===== src/rtl/core/rgbw_pkg.sv =====
`timescale 1ns / 1ps
`default_nettype none

package rgbw_pkg;

   localparam int NUM_LEVELS = 6;
   localparam int LVL_IDX_W  = 3;
   localparam int NUM_OPS    = 8;
   localparam int OP_IDX_W   = 3;

   // level slots
   localparam logic [LVL_IDX_W-1:0] LVL_BRIGHT = 3'd0;
   localparam logic [LVL_IDX_W-1:0] LVL_CLEVEL = 3'd1;
   localparam logic [LVL_IDX_W-1:0] LVL_RED    = 3'd2;
   localparam logic [LVL_IDX_W-1:0] LVL_GREEN  = 3'd3;
   localparam logic [LVL_IDX_W-1:0] LVL_BLUE   = 3'd4;
   localparam logic [LVL_IDX_W-1:0] LVL_WTEMP  = 3'd5;

   // multiply/scale operations, in execution order
   localparam logic [OP_IDX_W-1:0] OP_RED       = 3'd0;
   localparam logic [OP_IDX_W-1:0] OP_GREEN     = 3'd1;
   localparam logic [OP_IDX_W-1:0] OP_BLUE      = 3'd2;
   localparam logic [OP_IDX_W-1:0] OP_WHITE     = 3'd3;
   localparam logic [OP_IDX_W-1:0] OP_COLD_FULL = 3'd4;
   localparam logic [OP_IDX_W-1:0] OP_COLD      = 3'd5;
   localparam logic [OP_IDX_W-1:0] OP_WARM_FULL = 3'd6;
   localparam logic [OP_IDX_W-1:0] OP_WARM      = 3'd7;

   // register indexes
   localparam logic [1:0] CSR_LIGHT_MODE  = 2'd0;
   localparam logic [1:0] CSR_COLOR_ORDER = 2'd1;
   localparam logic [1:0] CSR_CCT_ORDER   = 2'd2;

   // light modes
   localparam logic [2:0] MODE_DIMMER   = 3'd0;
   localparam logic [2:0] MODE_RGB      = 3'd1;
   localparam logic [2:0] MODE_RGBW     = 3'd2;
   localparam logic [2:0] MODE_CCT      = 3'd3;
   localparam logic [2:0] MODE_CCT_RGB  = 3'd4;

   // color orders
   localparam logic [2:0] ORDER_RGBW = 3'd0;
   localparam logic [2:0] ORDER_GBRW = 3'd1;
   localparam logic [2:0] ORDER_GRBW = 3'd2;
   localparam logic [2:0] ORDER_GRWB = 3'd3;
   localparam logic [2:0] ORDER_BRGW = 3'd4;

   // cct orders
   localparam logic [1:0] CCT_WWCC = 2'd0;
   localparam logic [1:0] CCT_WCWC = 2'd1;
   localparam logic [1:0] CCT_CWCW = 2'd2;
   localparam logic [1:0] CCT_CCWW = 2'd3;

   localparam logic [2:0] RESET_LIGHT_MODE = MODE_RGBW;

   localparam logic [7:0] FULL_DUTY   = 8'hFF;
   localparam logic [7:0] PERCENT_MAX = 8'd100;
   localparam logic [7:0] STEP_COLOR  = 8'd5;
   localparam logic [7:0] STEP_BRIGHT = 8'd1;

   // floor(p / 100) = (p * RECIP_100) >> RECIP_SHIFT for p < 91180
   localparam logic [16:0] RECIP_100   = 17'd83887;
   localparam int          RECIP_SHIFT = 23;
   localparam int          MUL_W       = 17;

   localparam logic STATUS_OK  = 1'b0;
   localparam logic STATUS_ERR = 1'b1;

   localparam logic FUNC_SET  = 1'b0;
   localparam logic FUNC_TICK = 1'b1;

   typedef struct packed {
      logic first;
      logic second;
   } mul_ctl_type;

   typedef struct packed {
      logic [2:0] light_mode;
      logic [2:0] color_order;
      logic [1:0] cct_order;
   } cfg_type;

   typedef struct packed {
      logic [7:0] red;
      logic [7:0] green;
      logic [7:0] blue;
      logic [7:0] white;
      logic [7:0] cold;
      logic [7:0] warm;
   } mix_vals_type;

   typedef struct packed {
      logic [7:0] duty_a;
      logic [7:0] duty_b;
      logic [7:0] duty_c;
      logic [7:0] duty_d;
      logic       status;
   } duty_set_type;

   function automatic logic [7:0] sat_level(input logic [7:0] v);
      sat_level = (v > PERCENT_MAX) ? PERCENT_MAX : v;
   endfunction

endpackage

`default_nettype wire


===== src/rtl/core/rgbw_fade_step.sv =====
`timescale 1ns / 1ps
`default_nettype none

module rgbw_fade_step
   import rgbw_pkg::*;
(
   input  wire logic [7:0] now_level,
   input  wire logic [7:0] goal_level,
   input  wire logic       big_step,
   output logic      [7:0] next_level
);

   logic [8:0] step;
   logic [8:0] now_up;
   logic [8:0] goal_up;

   always_comb begin
      step    = {1'b0, big_step ? STEP_COLOR : STEP_BRIGHT};
      now_up  = {1'b0, now_level} + step;
      goal_up = {1'b0, goal_level} + step;
      if (now_level < goal_level && now_up <= {1'b0, goal_level}) begin
         next_level = now_up[7:0];
      end else if (now_level > goal_level && {1'b0, now_level} >= goal_up) begin
         next_level = now_level - step[7:0];
      end else begin
         next_level = goal_level;
      end
   end

endmodule

`default_nettype wire


===== src/rtl/core/rgbw_mul_unit.sv =====
`timescale 1ns / 1ps
`default_nettype none

module rgbw_mul_unit
   import rgbw_pkg::*;
(
   input  wire logic        clock,
   input  wire mul_ctl_type ctl,
   input  wire logic [7:0]  operand_a,
   input  wire logic [7:0]  operand_b,
   output logic      [7:0]  quotient
);

   // one multiplier: first pass a*b, second pass scales by 1/100
   logic [15:0]        prod_ff;
   logic [15:0]        prod_in;
   logic [MUL_W-1:0]   mul_x;
   logic [MUL_W-1:0]   mul_y;
   logic [2*MUL_W-1:0] mul_p;

   always_comb begin
      if (ctl.second) begin
         mul_x = {1'b0, prod_ff};
         mul_y = RECIP_100;
      end else begin
         mul_x = {9'd0, operand_a};
         mul_y = {9'd0, operand_b};
      end
      mul_p    = mul_x * mul_y;
      prod_in  = ctl.first ? mul_p[15:0] : prod_ff;
      quotient = mul_p[RECIP_SHIFT+7:RECIP_SHIFT];
   end

   always_ff @(posedge clock) begin
      prod_ff <= prod_in;
   end

endmodule

`default_nettype wire


===== src/rtl/core/rgbw_duty_map.sv =====
`timescale 1ns / 1ps
`default_nettype none

module rgbw_duty_map
   import rgbw_pkg::*;
(
   input  wire cfg_type      cfg,
   input  wire mix_vals_type vals,
   output duty_set_type      duties
);

   logic [7:0] w;

   always_comb begin
      duties = '0;
      w      = (cfg.light_mode == MODE_RGB) ? 8'd0 : vals.white;
      case (cfg.light_mode)
         MODE_DIMMER: begin
            duties = '{vals.white, vals.white, vals.white, vals.white, STATUS_OK};
         end
         MODE_RGB, MODE_RGBW: begin
            case (cfg.color_order)
               ORDER_RGBW: duties = '{vals.red, vals.green, vals.blue, w, STATUS_OK};
               ORDER_GBRW: duties = '{vals.green, vals.blue, vals.red, w, STATUS_OK};
               ORDER_GRBW: duties = '{vals.green, vals.red, vals.blue, w, STATUS_OK};
               ORDER_GRWB: duties = '{vals.green, vals.red, w, vals.blue, STATUS_OK};
               ORDER_BRGW: duties = '{vals.blue, vals.red, vals.green, w, STATUS_OK};
               default:    duties = '{8'd0, 8'd0, 8'd0, 8'd0, STATUS_ERR};
            endcase
         end
         MODE_CCT: begin
            case (cfg.cct_order)
               CCT_WWCC: duties = '{vals.warm, vals.warm, vals.cold, vals.cold, STATUS_OK};
               CCT_WCWC: duties = '{vals.warm, vals.cold, vals.warm, vals.cold, STATUS_OK};
               CCT_CWCW: duties = '{vals.cold, vals.warm, vals.cold, vals.warm, STATUS_OK};
               CCT_CCWW: duties = '{vals.cold, vals.cold, vals.warm, vals.warm, STATUS_OK};
               default:  duties = '{8'd0, 8'd0, 8'd0, 8'd0, STATUS_ERR};
            endcase
         end
         default: begin
            duties = '{8'd0, 8'd0, 8'd0, 8'd0, STATUS_ERR};
         end
      endcase
   end

endmodule

`default_nettype wire


===== src/rtl/core/rgbw_fade_color_mixer_unit.sv =====
// RGBW LED fade mixer.
// Request channel (req_valid/req_stall): req_func 0 loads new targets (percent
// fields saturate at 100) and produces no response; req_func 1 is a fade tick.
// Response channel (rsp_valid/rsp_stall): one transaction per tick with four
// PWM duties in the configured output order and a status bit (1 = unsupported
// mode or order, duties zero).
// A target load is written into the targets as it is taken. A tick walks the
// six levels through one fade step per cycle, then runs eight multiply/scale
// operations on one shared multiplier, each a multiply step then a scale step,
// then loads the response register from its final step: rsp_valid rises and
// the next request can be taken in the same cycle.
// req_stall is high while a tick is in progress. If the response register is
// still held by rsp_stall when a tick finishes, the block waits in its final
// step; a new request is taken as soon as the result has moved into the
// response register, even if it has not yet been consumed.
// csr_write_en writes light_mode, color_order or cct_order; write only while
// idle. Synchronous reset clears all levels and targets, sets light_mode to
// rgb plus white and the orders to zero, and empties the response register.
`timescale 1ns / 1ps
`default_nettype none

module rgbw_fade_color_mixer_unit
   import rgbw_pkg::*;
(
   input  wire logic       clock,
   input  wire logic       reset,

   input  wire logic       csr_write_en,
   input  wire logic [1:0] csr_index,
   input  wire logic [2:0] csr_write_data,

   input  wire logic       req_valid,
   output logic            req_stall,
   input  wire logic       req_func,
   input  wire logic [6:0] req_tgt_brightness,
   input  wire logic [6:0] req_tgt_color_level,
   input  wire logic [7:0] req_tgt_red,
   input  wire logic [7:0] req_tgt_green,
   input  wire logic [7:0] req_tgt_blue,
   input  wire logic [6:0] req_tgt_white_temp,

   output logic            rsp_valid,
   input  wire logic       rsp_stall,
   output logic      [7:0] rsp_duty_a,
   output logic      [7:0] rsp_duty_b,
   output logic      [7:0] rsp_duty_c,
   output logic      [7:0] rsp_duty_d,
   output logic            rsp_status
);

   localparam logic [2:0] S_IDLE  = 3'd0;
   localparam logic [2:0] S_FADE  = 3'd1;
   localparam logic [2:0] S_MUL   = 3'd2;
   localparam logic [2:0] S_SCALE = 3'd3;
   localparam logic [2:0] S_DONE  = 3'd4;

   logic [2:0]           state_ff, state_in;
   logic [LVL_IDX_W-1:0] lvl_idx_ff, lvl_idx_in;
   logic [OP_IDX_W-1:0]  op_ff, op_in;
   cfg_type              cfg_ff;
   logic [7:0]           cur_ff [NUM_LEVELS];
   logic [7:0]           tgt_ff [NUM_LEVELS];
   logic [7:0]           slot_ff [NUM_OPS];
   logic [7:0]           cur_level_in;
   logic                 rsp_valid_ff, rsp_valid_in;
   duty_set_type         rsp_ff;

   logic                 req_take;
   logic                 rsp_take;
   logic                 rsp_load;
   mul_ctl_type          mul_ctl;
   logic [7:0]           operand_a;
   logic [7:0]           operand_b;
   logic [7:0]           quotient;
   logic [7:0]           br_sat;
   logic [7:0]           cb_sat;
   logic [7:0]           wt_sat;
   mix_vals_type         vals;
   duty_set_type         duties;

   assign req_stall = (state_ff != S_IDLE);
   assign req_take  = req_valid && !req_stall;
   assign rsp_take  = rsp_valid_ff && !rsp_stall;
   assign rsp_load  = (state_ff == S_DONE) && (!rsp_valid_ff || !rsp_stall);

   rgbw_fade_step u_fade (
      .now_level  (cur_ff[lvl_idx_ff]),
      .goal_level (tgt_ff[lvl_idx_ff]),
      .big_step   (lvl_idx_ff >= LVL_RED),
      .next_level (cur_level_in)
   );

   always_comb begin
      br_sat = sat_level(cur_ff[LVL_BRIGHT]);
      cb_sat = sat_level(cur_ff[LVL_CLEVEL]);
      wt_sat = sat_level(cur_ff[LVL_WTEMP]);
      mul_ctl.first  = (state_ff == S_MUL);
      mul_ctl.second = (state_ff == S_SCALE);
      case (op_ff)
         OP_RED: begin
            operand_a = cur_ff[LVL_RED];
            operand_b = cb_sat;
         end
         OP_GREEN: begin
            operand_a = cur_ff[LVL_GREEN];
            operand_b = cb_sat;
         end
         OP_BLUE: begin
            operand_a = cur_ff[LVL_BLUE];
            operand_b = cb_sat;
         end
         OP_WHITE: begin
            operand_a = br_sat;
            operand_b = FULL_DUTY;
         end
         OP_COLD_FULL: begin
            operand_a = wt_sat;
            operand_b = FULL_DUTY;
         end
         OP_COLD: begin
            operand_a = slot_ff[OP_COLD_FULL];
            operand_b = br_sat;
         end
         OP_WARM_FULL: begin
            operand_a = PERCENT_MAX - wt_sat;
            operand_b = FULL_DUTY;
         end
         OP_WARM: begin
            operand_a = slot_ff[OP_WARM_FULL];
            operand_b = br_sat;
         end
         default: begin
            operand_a = 8'd0;
            operand_b = 8'd0;
         end
      endcase
   end

   rgbw_mul_unit u_mul (
      .clock     (clock),
      .ctl       (mul_ctl),
      .operand_a (operand_a),
      .operand_b (operand_b),
      .quotient  (quotient)
   );

   assign vals = '{slot_ff[OP_RED], slot_ff[OP_GREEN], slot_ff[OP_BLUE],
                   slot_ff[OP_WHITE], slot_ff[OP_COLD], slot_ff[OP_WARM]};

   rgbw_duty_map u_map (
      .cfg    (cfg_ff),
      .vals   (vals),
      .duties (duties)
   );

   always_comb begin
      state_in     = state_ff;
      lvl_idx_in   = lvl_idx_ff;
      op_in        = op_ff;
      rsp_valid_in = rsp_valid_ff;
      if (rsp_take) begin
         rsp_valid_in = 1'b0;
      end
      case (state_ff)
         S_IDLE: begin
            if (req_take && req_func == FUNC_TICK) begin
               state_in   = S_FADE;
               lvl_idx_in = LVL_BRIGHT;
            end
         end
         S_FADE: begin
            if (lvl_idx_ff == LVL_WTEMP) begin
               state_in = S_MUL;
               op_in    = OP_RED;
            end else begin
               lvl_idx_in = lvl_idx_ff + 3'd1;
            end
         end
         S_MUL: begin
            state_in = S_SCALE;
         end
         S_SCALE: begin
            if (op_ff == OP_WARM) begin
               state_in = S_DONE;
            end else begin
               state_in = S_MUL;
               op_in    = op_ff + 3'd1;
            end
         end
         S_DONE: begin
            if (rsp_load) begin
               state_in     = S_IDLE;
               rsp_valid_in = 1'b1;
            end
         end
         default: begin
            state_in = S_IDLE;
         end
      endcase
   end

   always_ff @(posedge clock) begin
      if (reset) begin
         state_ff     <= S_IDLE;
         lvl_idx_ff   <= LVL_BRIGHT;
         op_ff        <= OP_RED;
         rsp_valid_ff <= 1'b0;
      end else begin
         state_ff     <= state_in;
         lvl_idx_ff   <= lvl_idx_in;
         op_ff        <= op_in;
         rsp_valid_ff <= rsp_valid_in;
      end
   end

   always_ff @(posedge clock) begin
      if (reset) begin
         cfg_ff.light_mode  <= RESET_LIGHT_MODE;
         cfg_ff.color_order <= ORDER_RGBW;
         cfg_ff.cct_order   <= CCT_WWCC;
      end else if (csr_write_en) begin
         case (csr_index)
            CSR_LIGHT_MODE:  cfg_ff.light_mode  <= csr_write_data;
            CSR_COLOR_ORDER: cfg_ff.color_order <= csr_write_data;
            CSR_CCT_ORDER:   cfg_ff.cct_order   <= csr_write_data[1:0];
            default: begin
            end
         endcase
      end
   end

   always_ff @(posedge clock) begin
      if (reset) begin
         for (int i = 0; i < NUM_LEVELS; i++) begin
            cur_ff[i] <= 8'd0;
            tgt_ff[i] <= 8'd0;
         end
      end else begin
         if (req_take && req_func == FUNC_SET) begin
            tgt_ff[LVL_BRIGHT] <= sat_level({1'b0, req_tgt_brightness});
            tgt_ff[LVL_CLEVEL] <= sat_level({1'b0, req_tgt_color_level});
            tgt_ff[LVL_RED]    <= req_tgt_red;
            tgt_ff[LVL_GREEN]  <= req_tgt_green;
            tgt_ff[LVL_BLUE]   <= req_tgt_blue;
            tgt_ff[LVL_WTEMP]  <= sat_level({1'b0, req_tgt_white_temp});
         end
         if (state_ff == S_FADE) begin
            cur_ff[lvl_idx_ff] <= cur_level_in;
         end
      end
   end

   always_ff @(posedge clock) begin
      if (state_ff == S_SCALE) begin
         slot_ff[op_ff] <= quotient;
      end
      if (rsp_load) begin
         rsp_ff <= duties;
      end
   end

   assign rsp_valid  = rsp_valid_ff;
   assign rsp_duty_a = rsp_ff.duty_a;
   assign rsp_duty_b = rsp_ff.duty_b;
   assign rsp_duty_c = rsp_ff.duty_c;
   assign rsp_duty_d = rsp_ff.duty_d;
   assign rsp_status = rsp_ff.status;

`ifndef SYNTH
   a_rsp_from_done: assert property (@(posedge clock) disable iff (reset)
      $rose(rsp_valid_ff) |-> $past(state_ff == S_DONE))
      else $error("response raised outside final step");

   a_tick_starts_fade: assert property (@(posedge clock) disable iff (reset)
      (req_take && req_func == FUNC_TICK) |=> (state_ff == S_FADE && lvl_idx_ff == LVL_BRIGHT))
      else $error("tick did not start fade walk");

   a_set_stays_idle: assert property (@(posedge clock) disable iff (reset)
      (req_take && req_func == FUNC_SET) |=> (state_ff == S_IDLE && !$rose(rsp_valid_ff)))
      else $error("target load left idle or produced a response");

   a_fade_to_mul: assert property (@(posedge clock) disable iff (reset)
      (state_ff == S_FADE && lvl_idx_ff == LVL_WTEMP) |=> (state_ff == S_MUL && op_ff == OP_RED))
      else $error("fade walk did not hand over to multiplier");

   a_done_loads: assert property (@(posedge clock) disable iff (reset)
      (state_ff == S_DONE && !rsp_valid_ff) |=> (rsp_valid_ff && state_ff == S_IDLE))
      else $error("free response register not loaded");
`endif

endmodule

`default_nettype wire

===== config.mk =====
export PLATFORM = sky130hd
export DESIGN_NAME = rgbw_fade_color_mixer_unit
export DESIGN_NICKNAME = d
export VERILOG_FILES = /design/src/rtl/core/rgbw_pkg.sv /design/src/rtl/core/rgbw_fade_step.sv /design/src/rtl/core/rgbw_mul_unit.sv /design/src/rtl/core/rgbw_duty_map.sv /design/src/rtl/core/rgbw_fade_color_mixer_unit.sv
export SDC_FILE = /design/constraint.sdc
export NUM_CORES = 1
export LEC_CHECK = 0
export BUFFER_PORTS_ARGS = -buffer_cell sky130_fd_sc_hd__buf_2
export CORE_ASPECT_RATIO = 0.7
export CORE_UTILIZATION = 45
export CTS_CLUSTER_SIZE = 25
export DETAILED_ROUTE_END_ITERATION = 6
export SKIP_LAST_GASP = 1
export SLEW_MARGIN = 20
export SYNTH_ARGS = -nofsm -noshare
export SYNTH_HDL_FRONTEND = slang
export SYNTH_SLANG_ARGS = --single-unit

===== constraint.sdc =====
create_clock -name clock -period 22.7 [get_ports clock]
set_input_delay 3.405 -clock clock [delete_from_list [all_inputs] [get_ports clock]]
set_output_delay 3.405 -clock clock [all_outputs]
set_load 0.02 [all_outputs]

## Word-level counts from Yosys, hierarchy flattened

Memories as Yosys holds them, arrays and structs flattened. A register that Yosys moved wholly into a read port is not among the register bits.
Cells that the tools add are included.

- Output and inout bits: 35
- Memories: 3
- Register bits after elaboration: 67
- RAM bits: 160
- Input port bits: 56
- Logic and storage cells: 155

Memories:

| memory | words | bits a word | read ports | clocked after memory_dff | wr ports | line | text |
|---|---|---|---|---|---|---|---|
| slot_ff | 8 | 8 | 8 | 0 | 1 | rgbw_fade_color_mixer_unit.sv:63 | `logic [7:0] slot_ff [NUM_OPS];` |
| cur_ff | 6 | 8 | 7 | 1 | 6 | rgbw_fade_color_mixer_unit.sv:61 | `logic [7:0] cur_ff [NUM_LEVELS];` |
| tgt_ff | 6 | 8 | 1 | 1 | 6 | rgbw_fade_color_mixer_unit.sv:62 | `logic [7:0] tgt_ff [NUM_LEVELS];` |

- Multiplexer cells: 54
- Bitwise logic cells: 7
- Reduce and logical (&&, ||, !) cells: 31
- $lt $le $gt $ge: 11
- Equal/unequal tests: 29
- Multiply operators: 1
- $add $sub $neg: 6

Operators by type and width:

| kind | count |
|---|---|
| 33-bit case mux with 5 select lines | 1 |
| 33-bit case mux with 4 select lines | 1 |
| 8-bit two-way mux | 13 |
| 33-bit case mux with 3 select lines | 1 |
| 8-bit case mux with 8 select lines | 1 |
| 3-bit two-way mux | 14 |
| 16-bit by 17-bit multiplier with 31-bit output | 1 |
| 3-bit by 2-bit equality test with 1-bit output, second input constant | 8 |
| 8-bit by 7-bit > comparator with 1-bit output, second input constant | 3 |
| 8-bit case mux with 3 select lines | 1 |
| 3-bit equality test, second input constant | 7 |
| 7-bit > comparator, second input constant | 3 |
| 7-bit two-way mux | 3 |
| 8-bit by 8-bit adder with 9-bit output | 2 |
| 17-bit two-way mux | 1 |
| 16-bit two-way mux | 1 |
| 3-bit case mux with 5 select lines | 1 |
| 1-bit two-way mux | 14 |
| 3-bit by 1-bit equality test with 1-bit output, second input constant | 4 |
| 3-bit zero test | 4 |
| 3-bit case mux with 2 select lines | 2 |
| 2-bit != test, second input constant | 5 |
| 8-bit by 9-bit >= comparator with 1-bit output | 1 |
| 9-bit by 8-bit <= comparator with 1-bit output | 1 |
| other kinds (21) | 46 |

## Logic depth before layout (Yosys ltp)

- Depth in word-level cells: 8
- Mapped depth: 31
- Mapped depth without buffers: 31

## Modules after synthesis

A second synthesis with hierarchy kept.

- Cell total of the unflattened synthesis: 1814
- Area total of the unflattened synthesis: 19688.9 µm²

By module, submodules not included:

| module | area an instance (µm²) | cells an instance | instances | sequential area each (µm²) |
|---|---|---|---|---|
| rgbw_fade_color_mixer_unit | 9681.8 | 671 | 1 | 6606.3 |
| rgbw_mul_unit | 7144.4 | 757 | 1 | 480.5 |
| rgbw_duty_map | 1706.6 | 243 | 1 | 0.0 |
| rgbw_fade_step | 1156.1 | 143 | 1 | 0.0 |

## Least setup slack after synthesis

No wires, ideal clock.

- Path kind: register to register
- Start: memory cur_ff[5][0]
- End: memory slot_ff[0][4] (data pin)
- Stages on the path, launching flop included: 30
- Path slack: 14646 ps
- Required time: 22379 ps
- Arrival: 7733 ps
- Buffers on the path: 0
- Period minus slack after synthesis: 8054 ps
- Library setup time: 321 ps
- Path through: edfxtp_1 -> o21ai_0 -> nand2_1 -> a31oi_1 -> nand2_1 -> ha_1 -> nor2b_1 -> o311a_1 -> o21ai_0 -> o2111ai_1 -> a41o_1 -> and2_0 -> nor2_1 -> fa_1 -> inv_1 -> fa_1 -> inv_1 -> fa_1 -> fa_1 -> fa_1 -> inv_1 -> fa_1 -> inv_1 -> ha_1 -> a21o_1 -> a21o_1 -> a21o_1 -> a211oi_1 -> o211ai_1 -> o311ai_0

RTL lines:

| item | line |
|---|---|
| from (decl) | rgbw_fade_color_mixer_unit.sv:61 |
| to (decl) | rgbw_fade_color_mixer_unit.sv:63 |

==> impl_metrics.env <==
export IMPL_outcome="finished, final reports clean"
export IMPL_crit_fanout=10
export IMPL_die_area_um2=44100
export IMPL_dr_pass1_iters=6
export IMPL_drv_slew=0
export IMPL_slowest_delay_ns=0.85
export IMPL_synthTopCellsByCount="inv_1 (243), edfxtp_1 (222), nor2_1 (166)"
export IMPL_critical_path_buf_inv_count=2
export IMPL_crit_path_end_kind="flip-flop"
export IMPL_p_leak_nw=9.48
export IMPL_p_comb_share_pct=39.2
export IMPL_cts_resized=0
export IMPL_avgViaCountPerCell=5.74
export IMPL_ir_drop_mv=0.0540
export IMPL_ys_ff_latch=243
export IMPL_cellPowerDensity_nw_per_um2=76.7
export IMPL_synth_main_ff_cell="edfxtp_1"
export IMPL_syn_avg_cell_area_um2=10.6
export IMPL_fin_util_pct=50.5
export IMPL_finalHoldViolations=0
export IMPL_area_growth_pct=10.2
export IMPL_ant_nets=0
export IMPL_crit_path_frequent_cell="fa_1"
export IMPL_cp_required_ns=22.94
export IMPL_yosysWarnings=0
export IMPL_ys_async_sr_fraction_pct=0
export IMPL_yosysTopAreaCell="edfxtp_1"
export IMPL_cts_hold_buf=0
export IMPL_die_h_um=176
export IMPL_finalSetupTns_ns=0
export IMPL_insertion_delay_ns=0.57
export IMPL_grt_pass1_vias=14000
export IMPL_period_minus_slack_ns=9.66
export IMPL_synth_seq_area_share_pct=36.4
export IMPL_hold_class="flip-flop to flip-flop"
export IMPL_fin_skew_ns=0.0321
export IMPL_cts_setup_buffers=0
export IMPL_clockBufferDepth=3
export IMPL_cts_tree="done"
export IMPL_synth_area_leaders="edfxtp_1 (34%), fa_1 (15%), ha_1 (10%)"
export IMPL_path_delay_family="compound AO/OA/AOI/OAI gates"
export IMPL_grt_max_degree=46
export IMPL_startpoint_type="flip-flop"
export IMPL_syn_inst=1841
export IMPL_io_pins=91
export IMPL_final_nets=2289
export IMPL_synth_most_common_cell="inv_1"
export IMPL_initial_utilization_pct=45.8
export IMPL_synth_top_area_share_pct=34.3
export IMPL_worstMarginPinSlew_ns=1.18
export IMPL_grt_ovfl_total=0
export IMPL_switching_power_uw=623
export IMPL_clock_sinks=243
export IMPL_fp_row_count=63
export IMPL_floorplan_core_area_um2=42500
export IMPL_cts_root_buf="clkbuf_16"
export IMPL_power_share_switching_pct=37.9
export IMPL_cts_buffers=26
export IMPL_rsz0062_at_grt="no"
export IMPL_p_clk_share_pct=27.0
export IMPL_seqPwrFrac_pct=33.9
export IMPL_max_freq_mhz=104
export IMPL_gp_congestion=0.912
export IMPL_finalCritPeriodShare_pct=42.5
export IMPL_port_buffers=90
export IMPL_dp_final_hpwl_um=41500
export IMPL_wl_per_cell_um=21.2
export IMPL_finalWirelength_um=53000
export IMPL_synth_distinct_cells=82
export IMPL_track_usage_pct=24.4
export IMPL_setup_viol=0
export IMPL_grt_pass1_wl_um=82500
export IMPL_die_width_um=251
export IMPL_slew_headroom_pct=20.5
export IMPL_antenna_found_initial=1
export IMPL_maxCapViolations=0
export IMPL_crit_type="flip-flop to flip-flop"
export IMPL_drc=0
export IMPL_drive_gt1_share_pct=11.5
export IMPL_synth_area_um2=19500
export IMPL_worstPathArrival_ns=9.89
export IMPL_p_int_mw=1.02
export IMPL_cts_clk_slew_worst_paths_ns=0.07
export IMPL_synth_edf_count=222
export IMPL_fillers=3839
export IMPL_cp_slowest_cell="o311ai_1"
export IMPL_vias=14400
export IMPL_drt_initial_drc_count=1317
export IMPL_cts_max_level=1
[flip-flops by register name (all words and copies together), names as in the netlist, 3 cells and up, named ones only]
| signal | count |
|---|---|
| rsp_duty_a | 8 |
| state_ff | 3 |
| u_mul.prod_ff | 16 |
| rsp_duty_c | 8 |
| rsp_duty_b | 8 |
| lvl_idx_ff | 3 |
| cur_ff | 64 |
| rsp_duty_d | 8 |
| tgt_ff | 45 |
| op_ff | 3 |
| slot_ff | 64 |
| cfg_ff | 8 |
[final timing paths]
check | from | endpoint | slack [ns] | depth (start not counted)
max reg2reg | cur_ff[5][0] | slot_ff[7][4] | 13.04 | 25
min | rsp_valid | rsp_valid | 0.55 | 2
min reg2reg | rsp_valid | rsp_valid | 0.55 | 2
max | cur_ff[5][0] | slot_ff[7][4] | 13.04 | 25
[layout make-up]
class / instances / area [µm²] / area share, %
well taps: 552 / 691 / 3.22
diodes: 1 / 2.50 / 0.0117
multi-input cells: 1296 / 11200 / 52.4
inverters: 250 / 938 / 4.38
clock buffers: 26 / 651 / 3.03
clock inverters: 22 / 236 / 1.10
repair buffers: 110 / 598 / 2.79
flip-flops and latches: 243 / 7090 / 33.0
[tightest hold or removal path, delay by kind of cell, from the launching register on]
family / cells / cell delay (ns)
compound gates: 1 / 0.06
simple gates: 1 / 0.10
flops: 1 / 0.34
[metrics by stage]
stage          power (mW)  setup WS (ns)  cells  hold slack (ns)  area, µm²
5_1_grt              1.75          12.19   2499            0.603      21400
3_3_place_gp         1.19          13.46   2450            0.542      20500
6_report             1.64          13.04   2500            0.550      21400
2_1_floorplan        1.02          14.65   1855            0.513      19500
4_1_cts              1.65          13.25   2499            0.551      21400
3_5_place_dp         1.20          13.31   2451            0.542      20500
[cells in the final DEF, fill, tap and decap left out, types with 15 or more instances in the layout]
cell         n
buf_2       91
edfxtp_1   222
nor3_1      34
conb_1      16
mux4_2      22
nand3_1     22
nand2_1    103
dfxtp_1     20
mux2i_1     63
a21oi_1    107
a21o_1      15
inv_1      243
buf_4       19
nor2b_1     23
nor4_1      17
clkbuf_16   26
nor2_1     166
and2_1      48
fa_1       143
ha_1       163
xnor2_1     30
o21ai_0     74
[routing by layer]
metal	global-route usage, %	up-vias	share of wire (%)
li1	-	6640	-
met1	39.6	7110	51
met2	33.4	559	39
met3	5.22	42	8.6
met4	3.12	0	1.1
met5	0	-	0
[cells by family (layout without fill, tap and decap cells)]
family / after synthesis / after routing / synth area share [%]
AOI/OAI and AO/OA: 334 / 334 / 11.2
xor gates and xnor gates: 37 / 37 / 1.67
adders and majority gates: 306 / 306 / 25.2
buffers and inverters: 316 / 408 / 6.27
DFF: 243 / 243 / 36.4
muxes: 100 / 100 / 6.68
other: 2 / 17 / 0.0386
and+or+nand+nor: 503 / 503 / 12.6
[power by group through the flow]
stage | Combinational, mW | Clock, mW | Sequential (mW)
after floorplan | 0.474 | 0 | 0.550
after global placement | 0.623 | 0 | 0.565
after detailed placement | 0.632 | 0 | 0.565
after CTS | 0.640 | 0.450 | 0.556
after global routing | 0.725 | 0.468 | 0.559
final | 0.644 | 0.444 | 0.557
Note: power is estimated with default switching activity, not from simulation.
